--- config.mk ---
export PLATFORM = sky130hd
export DESIGN_NAME = led_servo_pattern_sequencer_top
export DESIGN_NICKNAME = d
export VERILOG_FILES = /design/src/rtl/lsps_pkg.sv /design/src/rtl/led_servo_pattern_sequencer_top.sv
export SDC_FILE = /design/constraint.sdc
export NUM_CORES = 1
export LEC_CHECK = 0
export ABC_AREA = 1
export BUFFER_PORTS_ARGS = -buffer_cell sky130_fd_sc_hd__buf_4
export CORE_MARGIN = 2
export CORE_UTILIZATION = 56
export DETAILED_ROUTE_END_ITERATION = 8
export HOLD_SLACK_MARGIN = 0.05
export PLACE_DENSITY = 0.79
export SETUP_SLACK_MARGIN = 0.02
export SLEW_MARGIN = 0
export SYNTH_ARGS = -nofsm -noshare
export SYNTH_HDL_FRONTEND = slang
export SYNTH_SLANG_ARGS = --single-unit
--- constraint.sdc ---
create_clock -name clk -period 5.25 [get_ports clk]
set_clock_uncertainty 0.05 [all_clocks]
set_input_delay 0.7875 -clock clk [delete_from_list [all_inputs] [get_ports clk]]
set_output_delay 0.7875 -clock clk [all_outputs]
set_load 0.01 [all_outputs]
--- src/rtl/lsps_pkg.sv ---
`timescale 1ns / 1ps
// Shared types and constants for the LED and servo pattern sequencer.
// No dependencies; used by the top level and its port checker.
package lsps_pkg;

    localparam int PROG_STEPS = 32;
    localparam int STEP_W     = $clog2(PROG_STEPS);
    localparam int STEP_CW    = STEP_W + 1;

    localparam int REQ_W   = 3;
    localparam int CFG_AW  = 2;
    localparam int CFG_DW  = 12;
    localparam int S_DW    = 48;
    localparam int M_DW    = 40;

    localparam logic [11:0] PULSE_MAX       = 12'hFFF;
    localparam logic [11:0] RST_PULSE_OFS   = 12'd1300;
    localparam logic [2:0]  RST_PULSE_GAIN  = 3'd2;
    localparam logic [7:0]  RST_IDLE_TICKS  = 8'd80;
    localparam logic [3:0]  RST_STEP_DIV    = 4'd10;
    localparam logic [7:0]  RST_IDLE_COUNT  = 8'd4;

    typedef enum logic [REQ_W-1:0] {
        REQ_TICK  = 3'd0,
        REQ_PLAY  = 3'd1,
        REQ_STOP  = 3'd2,
        REQ_SET   = 3'd3,
        REQ_WRITE = 3'd4
    } req_t;

    typedef enum logic [CFG_AW-1:0] {
        CFG_PULSE_OFS  = 2'd0,
        CFG_PULSE_GAIN = 2'd1,
        CFG_IDLE_TICKS = 2'd2,
        CFG_STEP_DIV   = 2'd3
    } cfg_reg_t;

endpackage

--- src/rtl/led_servo_pattern_sequencer_top.sv ---
`timescale 1ns / 1ps
// LED and servo pattern sequencer: top level with input register, update logic
// and result register. Depends on lsps_pkg.
//
// One result item per input item, one item per clock cycle sustained while
// m_tready holds: an input register holds the request, the update logic
// works on it against the stored state and the result register shows the state
// after it. The program word of the step that plays next is prefetched each
// cycle from a 32-entry store with one registered read port, with a bypass for
// a write to that same entry; a per-entry nonzero flag settles the end of a
// pass. Reset clears the store at once through per-entry valid flags. Users
// must give configuration writes only while the block is idle; not enforced.
module led_servo_pattern_sequencer_top
(
    input  logic                        clk,
    input  logic                        rst_n,
    input  logic                        s_tvalid,
    output logic                        s_tready,
    // play_count[7:0], led_value[14:8], arm_value[22:15], entry_index[27:23],
    // entry_word[43:28], zero[47:44]
    input  logic [lsps_pkg::S_DW-1:0]   s_tdata,
    // req_type[2:0]
    input  logic [lsps_pkg::REQ_W-1:0]  s_tuser,
    output logic                        m_tvalid,
    input  logic                        m_tready,
    // led_state[6:0], pulse_width_us[18:7], arm_position[26:19],
    // current_step[31:27], loops_left[39:32]
    output logic [lsps_pkg::M_DW-1:0]   m_tdata,
    input  logic                        cfg_we,
    input  logic [lsps_pkg::CFG_AW-1:0] cfg_addr,
    input  logic [lsps_pkg::CFG_DW-1:0] cfg_wdata
);

    localparam int SW = lsps_pkg::STEP_W;

    // configuration
    logic [11:0] ofs_reg;
    logic [2:0]  gain_reg;
    logic [7:0]  idle_ticks_reg;
    logic [3:0]  div_reg;

    // input register
    logic                       s1_valid_reg;
    logic [lsps_pkg::REQ_W-1:0] s1_req_reg;
    logic [43:0]                s1_data_reg;

    // result register
    logic                       m_valid_reg;
    logic [lsps_pkg::M_DW-1:0]  m_data_reg;

    // sequencer state
    logic [3:0]    presc_reg,  presc_next;
    logic [7:0]    loops_reg,  loops_next;
    logic [SW-1:0] step_reg,   step_next;
    logic [7:0]    rem_reg,    rem_next;
    logic [7:0]    cd_reg,     cd_next;
    logic [11:0]   pulse_reg,  pulse_next;
    logic [6:0]    led_reg,    led_next;

    // program store
    logic [15:0]                   mem [lsps_pkg::PROG_STEPS];
    logic [lsps_pkg::PROG_STEPS-1:0] vld_reg;
    logic [lsps_pkg::PROG_STEPS-1:0] nz_reg;
    logic [15:0]                   mem_rd_reg;
    logic                          vld_rd_reg;
    logic                          byp_reg;
    logic [15:0]                   byp_word_reg;
    logic [15:0]                   cur_word;

    logic                 out_free;
    logic                 s1_go;
    logic                 mem_we;
    logic [7:0]           play_cnt;
    logic [6:0]           led_val;
    logic [7:0]           arm_val;
    logic [SW-1:0]        widx;
    logic [15:0]          wword;
    logic [3:0]           presc_inc;
    logic [lsps_pkg::STEP_CW-1:0] step_inc;
    logic                 fire;
    logic                 pass_end;
    logic                 arm_upd;
    logic [7:0]           arm_pos;
    logic [10:0]          gain_prod;
    logic [12:0]          pulse_sum;
    logic [11:0]          pulse_calc;

    assign out_free = !m_valid_reg || m_tready;
    assign s1_go    = s1_valid_reg && out_free;
    assign s_tready = !s1_valid_reg || s1_go;
    assign m_tvalid = m_valid_reg;
    assign m_tdata  = m_data_reg;

    assign play_cnt = s1_data_reg[7:0];
    assign led_val  = s1_data_reg[14:8];
    assign arm_val  = s1_data_reg[22:15];
    assign widx     = s1_data_reg[23 +: SW];
    assign wword    = s1_data_reg[43:28];

    assign cur_word = byp_reg ? byp_word_reg : (vld_rd_reg ? mem_rd_reg : 16'd0);

    assign presc_inc = presc_reg + 4'd1;
    assign fire      = presc_inc >= div_reg;
    assign step_inc  = {1'b0, step_reg} + lsps_pkg::STEP_CW'(1);
    assign pass_end  = (step_inc == lsps_pkg::STEP_CW'(lsps_pkg::PROG_STEPS))
                       || !nz_reg[step_inc[SW-1:0]];

    assign gain_prod  = gain_reg * arm_pos;
    assign pulse_sum  = {1'b0, ofs_reg} + {2'b00, gain_prod};
    assign pulse_calc = (arm_pos == 8'd0) ? 12'd0
                      : (pulse_sum[12] ? lsps_pkg::PULSE_MAX : pulse_sum[11:0]);

    always_comb
    begin
        presc_next = presc_reg;
        loops_next = loops_reg;
        step_next  = step_reg;
        rem_next   = rem_reg;
        cd_next    = cd_reg;
        pulse_next = pulse_reg;
        led_next   = led_reg;
        mem_we     = 1'b0;
        arm_upd    = 1'b0;
        arm_pos    = 8'd0;

        if (s1_go)
        begin
            case (lsps_pkg::req_t'(s1_req_reg))
                lsps_pkg::REQ_TICK:
                begin
                    presc_next = fire ? 4'd0 : presc_inc;
                    if (fire && loops_reg != 8'd0)
                    begin
                        led_next = cur_word[6:0];
                        arm_upd  = 1'b1;
                        arm_pos  = cur_word[15:8];
                        if (pass_end)
                        begin
                            loops_next = loops_reg - 8'd1;
                            step_next  = '0;
                        end
                        else
                        begin
                            step_next = step_inc[SW-1:0];
                        end
                    end
                end
                lsps_pkg::REQ_PLAY:
                begin
                    if (loops_reg == 8'd0)
                    begin
                        loops_next = (play_cnt == 8'd0) ? 8'd1 : play_cnt;
                    end
                end
                lsps_pkg::REQ_STOP:
                begin
                    loops_next = 8'd0;
                    step_next  = '0;
                end
                lsps_pkg::REQ_SET:
                begin
                    loops_next = 8'd0;
                    step_next  = '0;
                    led_next   = led_val;
                    arm_upd    = 1'b1;
                    arm_pos    = arm_val;
                end
                lsps_pkg::REQ_WRITE:
                begin
                    mem_we = 1'b1;
                end
                default:
                begin
                end
            endcase
        end

        // new arm position: reload the idle countdown and set the pulse
        if (arm_upd && arm_pos != rem_reg)
        begin
            cd_next    = idle_ticks_reg;
            pulse_next = pulse_calc;
        end
        if (arm_upd && arm_pos != 8'd0)
        begin
            rem_next = arm_pos;
        end

        // idle countdown on a tick: when spent with an arm position remembered, drop the pulse and reload
        if (s1_go && lsps_pkg::req_t'(s1_req_reg) == lsps_pkg::REQ_TICK)
        begin
            if (cd_next == 8'd0)
            begin
                if (rem_next != 8'd0)
                begin
                    cd_next    = idle_ticks_reg;
                    pulse_next = 12'd0;
                end
            end
            else
            begin
                cd_next = cd_next - 8'd1;
            end
        end
    end

    always_ff @(posedge clk or negedge rst_n)
    begin
        if (!rst_n)
        begin
            ofs_reg        <= lsps_pkg::RST_PULSE_OFS;
            gain_reg       <= lsps_pkg::RST_PULSE_GAIN;
            idle_ticks_reg <= lsps_pkg::RST_IDLE_TICKS;
            div_reg        <= lsps_pkg::RST_STEP_DIV;
        end
        else if (cfg_we)
        begin
            unique case (lsps_pkg::cfg_reg_t'(cfg_addr))
                lsps_pkg::CFG_PULSE_OFS:  ofs_reg        <= cfg_wdata;
                lsps_pkg::CFG_PULSE_GAIN: gain_reg       <= cfg_wdata[2:0];
                lsps_pkg::CFG_IDLE_TICKS: idle_ticks_reg <= cfg_wdata[7:0];
                lsps_pkg::CFG_STEP_DIV:   div_reg        <= cfg_wdata[3:0];
            endcase
        end
    end

    always_ff @(posedge clk or negedge rst_n)
    begin
        if (!rst_n)
        begin
            s1_valid_reg <= 1'b0;
            m_valid_reg  <= 1'b0;
            presc_reg    <= 4'd0;
            loops_reg    <= 8'd0;
            step_reg     <= '0;
            rem_reg      <= 8'd0;
            cd_reg       <= lsps_pkg::RST_IDLE_COUNT;
            pulse_reg    <= 12'd0;
            led_reg      <= 7'd0;
            vld_reg      <= '0;
            nz_reg       <= '0;
            vld_rd_reg   <= 1'b0;
            byp_reg      <= 1'b0;
        end
        else
        begin
            if (s_tvalid && s_tready)
            begin
                s1_valid_reg <= 1'b1;
            end
            else if (s1_go)
            begin
                s1_valid_reg <= 1'b0;
            end

            if (s1_go)
            begin
                m_valid_reg <= 1'b1;
            end
            else if (m_tready)
            begin
                m_valid_reg <= 1'b0;
            end

            presc_reg <= presc_next;
            loops_reg <= loops_next;
            step_reg  <= step_next;
            rem_reg   <= rem_next;
            cd_reg    <= cd_next;
            pulse_reg <= pulse_next;
            led_reg   <= led_next;

            if (mem_we)
            begin
                vld_reg[widx] <= 1'b1;
                nz_reg[widx]  <= (wword != 16'd0);
            end

            // prefetch the step that plays next
            vld_rd_reg <= vld_reg[step_next];
            byp_reg    <= mem_we && (widx == step_next);
        end
    end

    always_ff @(posedge clk)
    begin
        if (s_tvalid && s_tready)
        begin
            s1_req_reg  <= s_tuser;
            s1_data_reg <= s_tdata[43:0];
        end
        if (s1_go)
        begin
            m_data_reg <= {loops_next, step_next, rem_next, pulse_next, led_next};
        end
        if (mem_we)
        begin
            mem[widx] <= wword;
        end
        mem_rd_reg   <= mem[step_next];
        byp_word_reg <= wword;
    end

endmodule

**Word level (Yosys, flattened, before mapping)**

Memories as Yosys holds them, arrays and structs flattened. A register that Yosys moved wholly into a read port is not among the register bits.
Index checks and enable logic that the tools add are counted.

- Add/sub/neg operators: 5
- Multiply operators: 1
- Div/mod/pow operators: 0
- $lt $le $gt $ge: 5
- Equal/unequal tests: 10
- Shifts and indexed selects: 0
- Multiplexer cells: 48
- Bitwise logic cells: 1
- Reductions and logical operators: 32

Operators with widths:

| cell | count |
|---|---|
| $mux W8 | 12 |
| $mux W12 | 6 |
| $bwmux W32 | 1 |
| $logic_not A8 Y1 | 4 |
| $mux W16 | 2 |
| $or A32 B32 Y32 | 1 |
| $pmux W8 S3 | 1 |
| $reduce_bool A8 Y1 | 3 |
| $lt A5 B6 Y1 const B | 3 |
| $pmux W8 S2 | 1 |
| $reduce_bool A16 Y1 | 1 |
| $sub A8 B1 Y8 const B | 2 |
| $mux W5 | 3 |
| $mux W7 | 2 |
| $pmux W7 S2 | 1 |
| $add A12 B11 Y13 | 1 |
| $mux W1 | 13 |
| $mul A3 B8 Y11 | 1 |
| $bmux W1 S5 | 2 |
| $pmux W5 S2 | 1 |
| $reduce_and A2 Y1 | 5 |
| $logic_and A1 B1 Y1 | 8 |
| $ne A8 B8 Y1 | 1 |
| $add A5 B1 Y6 const B | 1 |
| other kinds (19) | 26 |

- Bits in registers: 250
- Latch bits: 0
- Memory bits (writable): 512
- Memory bits (read-only): 0
- Input bits: 70
- Output and inout port bits: 42
- Word-level logic and storage cells: 124
- Memories kept: 1

Memories:

| name | depth | bits a word | rd ports | clocked after memory_dff | write ports | line | source |
|---|---|---|---|---|---|---|---|
| mem | 32 | 16 | 1 | 1 | 1 | led_servo_pattern_sequencer_top.sv:61 | `logic [15:0] mem [lsps_pkg::PROG_STEPS];` |

**Longest topological paths before layout**

Gate-level depths: netlist of run 1.

- Depth in word-level cells: 14
- Gate-level depth with buffers: 32

**Worst setup path before layout of run 1**

OpenSTA, ideal clock, no wires.

- Kind: input -> register
- Start point: input m_tready
- End point: register m_data_reg, in the netlist m_tdata[16], data pin
- Arrival: 4.843 ns
- Required time: 4.944 ns
- Path slack: 0.101 ns
- Stages: 24
- Cell sequence: inv_1 nand2_1 nand2_2 inv_1 buf_2 nand3_1 fa_1 fa_1 inv_1 ha_1 nand3_1 and2_1 inv_1 a21oi_1 nor2_1 o21a_1 o21ai_0 nand2_1 nand2_1 inv_1 clkbuf_1 a21oi_1 or2_2 a21oi_2

- Word-level cells in the longest chain between the ends: 11
- Elaborated cells between the ends (all ways): 22
- Those cells by class: 1 x add/sub; 1 x mul; 1 x eq/ne; 10 x mux; 9 x reduce/logical

RTL lines:

| what | line | source |
|---|---|---|
| start, declared | led_servo_pattern_sequencer_top.sv:25 | `input logic m_tready,` |
| $logic_or A1 B1 Y1 * | led_servo_pattern_sequencer_top.sv:88 | `assign out_free = !m_valid_reg \|\| m_tready;` |
| $logic_and A1 B1 Y1 * | led_servo_pattern_sequencer_top.sv:89 | `assign s1_go = s1_valid_reg && out_free;` |
| named net s1_go | led_servo_pattern_sequencer_top.sv:71 | `logic s1_go;` |
| $mux W8 | led_servo_pattern_sequencer_top.sv:126 | `if (s1_go)` |
| $mul A3 B8 Y11 | led_servo_pattern_sequencer_top.sv:108 | `assign gain_prod = gain_reg * arm_pos;` |
| $add A12 B11 Y13 | led_servo_pattern_sequencer_top.sv:109 | `assign pulse_sum = {1'b0, ofs_reg} + {2'b00, gain_prod};` |
| $mux W12 | led_servo_pattern_sequencer_top.sv:111 | `: (pulse_sum[12] ? lsps_pkg::PULSE_MAX : pulse_sum[11:0]);` |
| $mux W12 | led_servo_pattern_sequencer_top.sv:110 | `assign pulse_calc = (arm_pos == 8'd0) ? 12'd0` |
| $mux W12 | led_servo_pattern_sequencer_top.sv:179 | `if (arm_upd && arm_pos != rem_reg)` |
| $mux W12 | led_servo_pattern_sequencer_top.sv:194 | `if (rem_next != 8'd0)` |
| $mux W12 | led_servo_pattern_sequencer_top.sv:192 | `if (cd_next == 8'd0)` |
| $mux W12 * | led_servo_pattern_sequencer_top.sv:190 | `if (s1_go && lsps_pkg::req_t'(s1_req_reg) == lsps_pkg::REQ_TICK)` |
| named net pulse_next[9] | led_servo_pattern_sequencer_top.sv:57 | `logic [11:0] pulse_reg, pulse_next;` |
| end signal, assigned | led_servo_pattern_sequencer_top.sv:294 | `m_data_reg <= {loops_next, step_next, rem_next, pulse_next, led_next};` |
| end, declared | led_servo_pattern_sequencer_top.sv:49 | `logic [lsps_pkg::M_DW-1:0] m_data_reg;` |

Mark *: on every way through the listed nets, which the timed path passes. The rest lies on a longest branch.
A chain may end at the register's enable or synchronous reset.

**Worst setup path in the final report of run 1**

- Start point: register presc_reg[1]
- End point: register m_data_reg, in the netlist m_tdata[13], data pin

- Word-level cells in the longest chain between the ends: 14
- Elaborated cells between the ends (all ways): 26
- Those cells by class: 2 x add/sub; 1 x mul; 1 x order compare; 1 x eq/ne; 14 x mux; 7 x reduce/logical

RTL lines:

| what | line | source |
|---|---|---|
| start, declared | led_servo_pattern_sequencer_top.sv:52 | `logic [3:0] presc_reg, presc_next;` |
| start signal, assigned | led_servo_pattern_sequencer_top.sv:265 | `presc_reg <= presc_next;` |
| $add A4 B1 Y4 * | led_servo_pattern_sequencer_top.sv:102 | `assign presc_inc = presc_reg + 4'd1;` |
| $ge A4 B4 Y1 * | led_servo_pattern_sequencer_top.sv:103 | `assign fire = presc_inc >= div_reg;` |
| $logic_and A1 B1 Y1 * | led_servo_pattern_sequencer_top.sv:132 | `if (fire && loops_reg != 8'd0)` |
| $mux W8 | led_servo_pattern_sequencer_top.sv:132 |  |
| $pmux W8 S2 | led_servo_pattern_sequencer_top.sv:128 | `case (lsps_pkg::req_t'(s1_req_reg))` |
| $mux W8 | led_servo_pattern_sequencer_top.sv:126 |  |
| $mul A3 B8 Y11 | led_servo_pattern_sequencer_top.sv:108 |  |
| $add A12 B11 Y13 | led_servo_pattern_sequencer_top.sv:109 |  |
| $mux W12 | led_servo_pattern_sequencer_top.sv:111 |  |
| $mux W12 | led_servo_pattern_sequencer_top.sv:110 |  |
| $mux W12 | led_servo_pattern_sequencer_top.sv:179 |  |
| $mux W12 | led_servo_pattern_sequencer_top.sv:194 |  |
| $mux W12 | led_servo_pattern_sequencer_top.sv:192 |  |
| $mux W12 * | led_servo_pattern_sequencer_top.sv:190 |  |
| named net pulse_next[6] | led_servo_pattern_sequencer_top.sv:57 |  |

Marked as above.

==> key figures, run 1 <==
Run status
  • Outcome: finished clean

Final layout
  • Number of flip-flops under the largest register name: 480
  • Final nets: between 3000 and 4000
  • Non-Filler Instances: ~3800
  • Most common cell after layout, fill and taps aside: edfxtp_1
  • P&R area growth vs syn: 14.4%
  • Layout cell share with drive strength beyond 1: 0.204
  • Most frequent cells in the layout: edfxtp_1 (567), nand2_1 (378), nor2_1 (344)

Worst setup path
  • Worst endpoint required time: 5560 ps
  • Reg2Reg Depth: 25
  • Buffers plus inverters on the worst setup path: 4
  • Startpoint types: register
  • CP top delay family: adder cells
  • Worst Setup End Kind: register
  • Worst Path Max Fanout: 8
  • Critical Path Stages: 25
  • Critical path arrival: between 5000 and 6000 ps
  • Slowest Stage Delay on Critical Path: between 500 and 600 ps
  • R2r startpoint: presc_reg[1]$_DFFE_PN0P_
  • Critical path origin: presc_reg[1]$_DFFE_PN0P_
  • CP max stage cell: fa_1
  • Critical path type: reg2reg

STA
  • Final Hold Viols: 0
  • RSZ-0062 raised after global routing: yes
  • Min Clock Period, post-route: around 5200 ps
  • Fin crit share: 0.987
  • Hold Slack: 120 ps
  • F_max: between 150 and 200 MHz
  • Final Max Slew Viols: 0
  • Worst Max-Slew Pin Slew: approximately 1100 ps
  • Max transition margin: 0.264
  • PnR worst setup slack: just under 70 ps
  • Endpoints failing setup: 0

Clocking
  • H-Tree Depth: 3
  • Hold-fix buffers, CTS: 0
  • Clock Latency Late Sink: 630 ps
  • Clock Sinks: ~740
  • Total CTS buffers: between 70 and 80
  • Reg clk slew, reported paths: about 60 ps
  • CTS Buffer Depth: 3
  • CTS tree: built
  • Clock root buffer: clkbuf_16

Global routing
  • Grt ovf: 0
  • Pin count of the biggest net entering global routing: roughly 110
  • First-pass GRT wire length: 123000 um
  • Gr usage total: 0.271
  • Antenna violations before repair: 2
  • Vias in the first global route: around 22000

Power and ir drop
  • Sw frac: 0.330
  • Internal: 11.7 mW
  • Leakage Power: between 10 and 15 nW
  • VDD IR max: roughly 0.00032 V
  • NetSw: a little under 6 mW
  • Power share of the clock group: 0.316
  • Power Dens Cells: 477 nW/um^2
  • Flop pwr share: 0.406
  • Combinational fraction of design power: 0.278

Logic synthesis
  • Syn Nets: around 2900
  • Number of synthesized register bits: ~740
  • Syn Inst Count: between 2000 and 3000
  • Unique masters post-synth: 54
  • Post-synth EDFFs: roughly 570
  • Post-synth ARST share: 0.198
  • Mean post-synth cell area: 11.4 sq um
  • Ys flop type: edfxtp_1
  • Mapped Area: approximately 32000 sq um
  • Yosys warnings: 0
  • Register area share after synthesis: 0.664

Placed design
  • DP Worst Slack: 34.6 ps
  • Post-Place Cells: between 3000 and 4000
  • Dpl hpwl: just under 50000 um
  • I/O Buffers: 107
  • Routability cong.: between 0.9 and 1

Routing
  • # DRC: 0
  • Final ANT Viol Nets: 0
  • Via density: 5.88
  • Vias: 22258
  • DR WL/cell: about 21 um
  • Final WL: 81300 um
  • Iter 0 DRT Violations: ~2400
  • Drt first pass iters: 6

Hold path
  • Hold crit path type: in2async

Die
  • DIE WIDTH: around 240 um
  • Die height: between 200 and 250 um
  • Initial Utilization: 0.567
  • Row cnt: a little under 90
  • Core area: between 50000 and 60000 sq um
  • # IOs: roughly 110
  • Die area: around 60000 sq um

Run
  • Maxcap violations: 0
cell families (layout without fill, tap and decap cells):
group / Yosys count / count (layout) / synth area share
AND/OR/NAND/NOR: 1252 / 1252 / 0.180
flip-flops: 744 / 744 / 0.664
AO/OA/AOI/OAI: 450 / 450 / 0.0870
buffers and inverters: 325 / 529 / 0.0458
adder cells (fa/ha/maj): 38 / 38 / 0.0183
XOR/XNOR: 11 / 11 / 0.00323
multiplexers: 6 / 6 / 0.00210
other: 0 / 1 / 0
per-stage QoR:
step	TNS [ps]	power (mW)	cell area, sq um	util
detailed placement	0	11.9	33900	0.599
CTS	0	17.4	36500	0.645
finish	0	17.5	36700	0.649
floorplan	0	10.4	32100	-
global placement	0	11.8	33900	0.599
global route	-1310	18.3	36700	0.649
metal layers:
metal	GRT usage	vias to the layer above	wire [um]
met5	0	-	0
met4	0.115	0	3210
li1	-	10147	-
met1	0.351	10855	31400
met3	0.0454	196	6610
met2	0.455	1060	40100
cells in the mapped netlist (14+ instances only):
cell	n	area share
buf_2	39	0.0061
edfxtp_1	567	0.53
dfrtp_1	137	0.11
nand3_1	283	0.044
fa_1	15	0.0093
buf_4	29	0.0068
clkbuf_1	50	0.0058
nand2_1	383	0.045
o211ai_1	150	0.035
inv_2	23	0.0027
a21oi_1	48	0.0075
or2_2	145	0.028
inv_1	161	0.019
ha_1	23	0.0090
nand2_2	31	0.0060
o21a_1	14	0.0033
nor2_1	348	0.041
dfxtp_1	30	0.019
o21ai_0	184	0.029
a22oi_1	16	0.0037
power groups by stage:
| stage | Clock, mW | Combinational [mW] | Sequential [mW] |
|---|---|---|---|
| detailed placement | 0 | 4.67 | 7.23 |
| floorplan | 0 | 3.16 | 7.24 |
| global placement | 0 | 4.55 | 7.21 |
| CTS | 5.59 | 4.72 | 7.11 |
| global route | 5.81 | 5.33 | 7.16 |
| finish | 5.54 | 4.88 | 7.12 |
final cells by class:
class                           instances  area, sq um
Antenna cell                            1         2.50
Sequential cell                       744        21300
Clock inverter                         39          478
Inverter                              188          716
Multi-Input combinational cell       1757         9560
Timing Repair Buffer                  203         1630
Timing Repair inverter                  1         7.51
Clock buffer                           98         2090
Tap cell                              756          946
Fill cell                            4143        19900
worst paths after layout:
path	end	slack [ps]
max in group asynchronous	vld_reg[15]$_DFFE_PN0P_	3850
min reg2reg	vld_reg[22]$_DFFE_PN0P_	410
min	cd_reg[7]$_DFF_PN0_	120
max reg2reg	m_tdata[13]$_DFFE_PP_	70
min in group clk	s1_data_reg[32]$_DFFE_PP_	290
max	m_tdata[13]$_DFFE_PP_	70
worst register-to-register path: cells and delay by family (launching register included):
kind                       cells  cell delay (ps)
DFF                            1              410
adders and majority gates      5             1840
xor gates and xnor gates       1              210
AOI/OAI and AO/OA              5              770
buffers and inverters          4              370
and+or+nand+nor               10             1290
repair_timing:
item	in CTS	in global routing
resized for setup	3	42
setup endpoints to repair	5	24
endpoints found under the hold margin	0	0
buffers inserted	0	6
pin swaps	0	14
cloned	0	1
No activity file was read; power rests on OpenSTA's default activity.
==> run 2: changes to the inputs <==
--- a/config.mk
+++ b/config.mk
@@ -12,6 +12,7 @@
 export DETAILED_ROUTE_END_ITERATION = 8
 export HOLD_SLACK_MARGIN = 0.05
 export PLACE_DENSITY = 0.79
+export RECOVER_POWER = 50
 export SETUP_SLACK_MARGIN = 0.02
 export SLEW_MARGIN = 0
 export SYNTH_ARGS = -nofsm -noshare
==> run 2 against run 1 <==
- the flow now finishes with violations (max-capacitance violations, max-slew violations)
- maximum frequency is essentially flat
- critical path depth is the same
- combinational power is essentially flat
- clock-buffer cell count is the same
- die area is the same
- core utilization shrank 0.20 points
- largest cell class unchanged
==> key figures, run 2 (synthesis gave the netlist of run 1 again) <==
Run status
  • Outcome: complete, but fails checks
  • Failing checks: max-capacitance violations, max-slew violations

Global routing
  • Antenna violations before repair: 2
  • Gr usage total: 0.271
  • Vias in the first global route: ~22000
  • Grt ovf: 0
  • First-pass GRT wire length: around 120000 um
  • Pin count of the biggest net entering global routing: around 110

STA
  • Max transition margin: -1.82
  • RSZ-0062 raised after global routing: yes
  • Endpoints failing setup: 0
  • Worst Max-Slew Pin Slew: roughly 4200 ps
  • Final Max Slew Viols: slightly below 600
  • Min Clock Period, post-route: just over 5000 ps
  • PnR worst setup slack: roughly 71 ps
  • Fin crit share: 0.986
  • Hold Slack: 309 ps
  • Final Hold Viols: 0
  • F_max: slightly below 200 MHz

Clocking
  • Reg clk slew, reported paths: 60 ps
  • Hold-fix buffers, CTS: 0
  • CTS Buffer Depth: 3
  • Clock Latency Late Sink: about 630 ps
  • Total CTS buffers: between 70 and 80
  • Clock Sinks: 744
  • H-Tree Depth: 3
  • CTS tree: built
  • Clock root buffer: clkbuf_16

Die
  • Core area: about 57000 sq um
  • Row cnt: 87
  • Die height: between 200 and 250 um
  • DIE WIDTH: roughly 240 um
  • Die area: 59300 sq um
  • # IOs: about 110
  • Initial Utilization: 0.567

Power and ir drop
  • Flop pwr share: 0.406
  • Sw frac: 0.331
  • Internal: between 10 and 15 mW
  • Power share of the clock group: 0.316
  • NetSw: about 5.8 mW
  • Combinational fraction of design power: 0.278
  • VDD IR max: 0.000314 V
  • Leakage Power: ~14 nW
  • Power Dens Cells: roughly 480 nW/um^2

Worst setup path
  • Worst Path Max Fanout: 8
  • Critical path arrival: about 5500 ps
  • Buffers plus inverters on the worst setup path: 4
  • CP max stage cell: fa_1
  • Critical path origin: presc_reg[1]$_DFFE_PN0P_
  • Worst endpoint required time: about 5600 ps
  • Slowest Stage Delay on Critical Path: 560 ps
  • Worst Setup End Kind: register
  • CP top delay family: adder cells
  • Startpoint types: register
  • R2r startpoint: presc_reg[1]$_DFFE_PN0P_
  • Critical path type: reg2reg

Final layout
  • P&R area growth vs syn: 14.0%
  • Most common cell after layout, fill and taps aside: edfxtp_1
  • Final nets: ~3000
  • Number of flip-flops under the largest register name: 480
  • Most frequent cells in the layout: edfxtp_1 (567), nand2_1 (378), nor2_1 (344)
  • Post-layout util: 0.647
  • FILL cells: about 4200
  • Design Area, Final: around 37000 sq um
  • Non-Filler Instances: 3787
  • Layout cell share with drive strength beyond 1: 0.194

Placed design
  • Dpl hpwl: between 40000 and 50000 um
  • Area post-placement: 33900 sq um
  • Routability cong.: between 0.9 and 1
  • DP Worst Slack: roughly 35 ps
  • I/O Buffers: around 110
  • Post-Place Cells: about 3600

Hold path
  • Worst min-delay path startpoint: s_tdata[32]
  • Hold crit path type: in2reg

Routing
  • Vias: approximately 22000
  • Iter 0 DRT Violations: between 2000 and 2500
  • # DRC: 0
  • Drt first pass iters: 6
  • DR WL/cell: approximately 21 um
  • Final WL: between 80000 and 90000 um
  • Via density: between 5 and 6
  • Final ANT Viol Nets: 0

Run
  • Maxcap violations: 16
## run 2: path summary, 6_finish.rpt
check                                            end  slack, ps  cells after the start
setup / recovery               m_tdata[13]$_DFFE_PP_         70                     25
hold / removal             s1_data_reg[32]$_DFFE_PP_        310                      1
setup reg to reg               m_tdata[13]$_DFFE_PP_         70                     25
hold reg to reg              vld_reg[22]$_DFFE_PN0P_        410                      2
max in group asynchronous     pulse_reg[1]$_DFF_PN0_       1040                      2
min in group asynchronous        cd_reg[7]$_DFF_PN0_       1590                      1
## run 2: area by class of cell
cell class | instances | area [sq um] | share of cell area
multi-input cells | 1757 | 9560 | 0.261
diodes | 1 | 2.50 | 0.0000683
clock buffers | 98 | 2090 | 0.0570
inverters | 188 | 716 | 0.0195
repair inverters | 1 | 7.51 | 0.000205
repair buffers | 203 | 1520 | 0.0414
clock inverters | 39 | 478 | 0.0130
flip-flops and latches | 744 | 21300 | 0.582
well taps | 756 | 946 | 0.0258
## run 2: worst register-to-register path: stages (launching register included)
cell,delay (ps)
dfrtp_1,410
ha_2,200
xnor2_2,200
inv_2,80
ha_4,280
nand4_1,180
nand3_4,170
nand4_1,110
nand2_2,140
nand3_2,90
fa_1,510
fa_1,560
inv_1,60
ha_1,290
nand3_1,110
and2_4,170
inv_2,50
a21oi_2,160
nor2_1,60
o21a_1,200
o21ai_2,140
nand2_1,100
nand2_2,140
clkinvlp_4,180
o21bai_1,200
a21oi_2,80
## run 2: metrics by stage
| stage | TNS [ps] | total power, mW |
|---|---|---|
| 3_5_place_dp | 0 | 11.9 |
| 5_1_grt | -1310 | 18.3 |
| 6_report | 0 | 17.5 |
| 4_1_cts | 0 | 17.4 |
| 3_3_place_gp | 0 | 11.8 |
| 2_1_floorplan | 0 | 10.4 |
## run 2: what timing repair did
item                                    4_1_cts  5_1_grt
buffers inserted                              0        6
cloned                                        0        1
resized for setup                             3       42
endpoints found under the setup margin        5       24
pin swaps                                     0       14
## run 2: power by group through the flow
| stage | Combinational, mW | Sequential (mW) | Clock [mW] |
|---|---|---|---|
| after floorplan | 3.16 | 7.24 | 0 |
| after global placement | 4.55 | 7.21 | 0 |
| after detailed placement | 4.67 | 7.23 | 0 |
| after CTS | 4.72 | 7.11 | 5.59 |
| after global routing | 5.32 | 7.16 | 5.81 |
| final | 4.87 | 7.13 | 5.54 |
## run 2: routing by layer
layer	vias to the layer above	track usage	wire, um
met5	-	0	0
met4	0	0.115	3320
met3	208	0.0454	6410
met2	1021	0.455	40000
met1	10940	0.351	31300
li1	10134	-	-
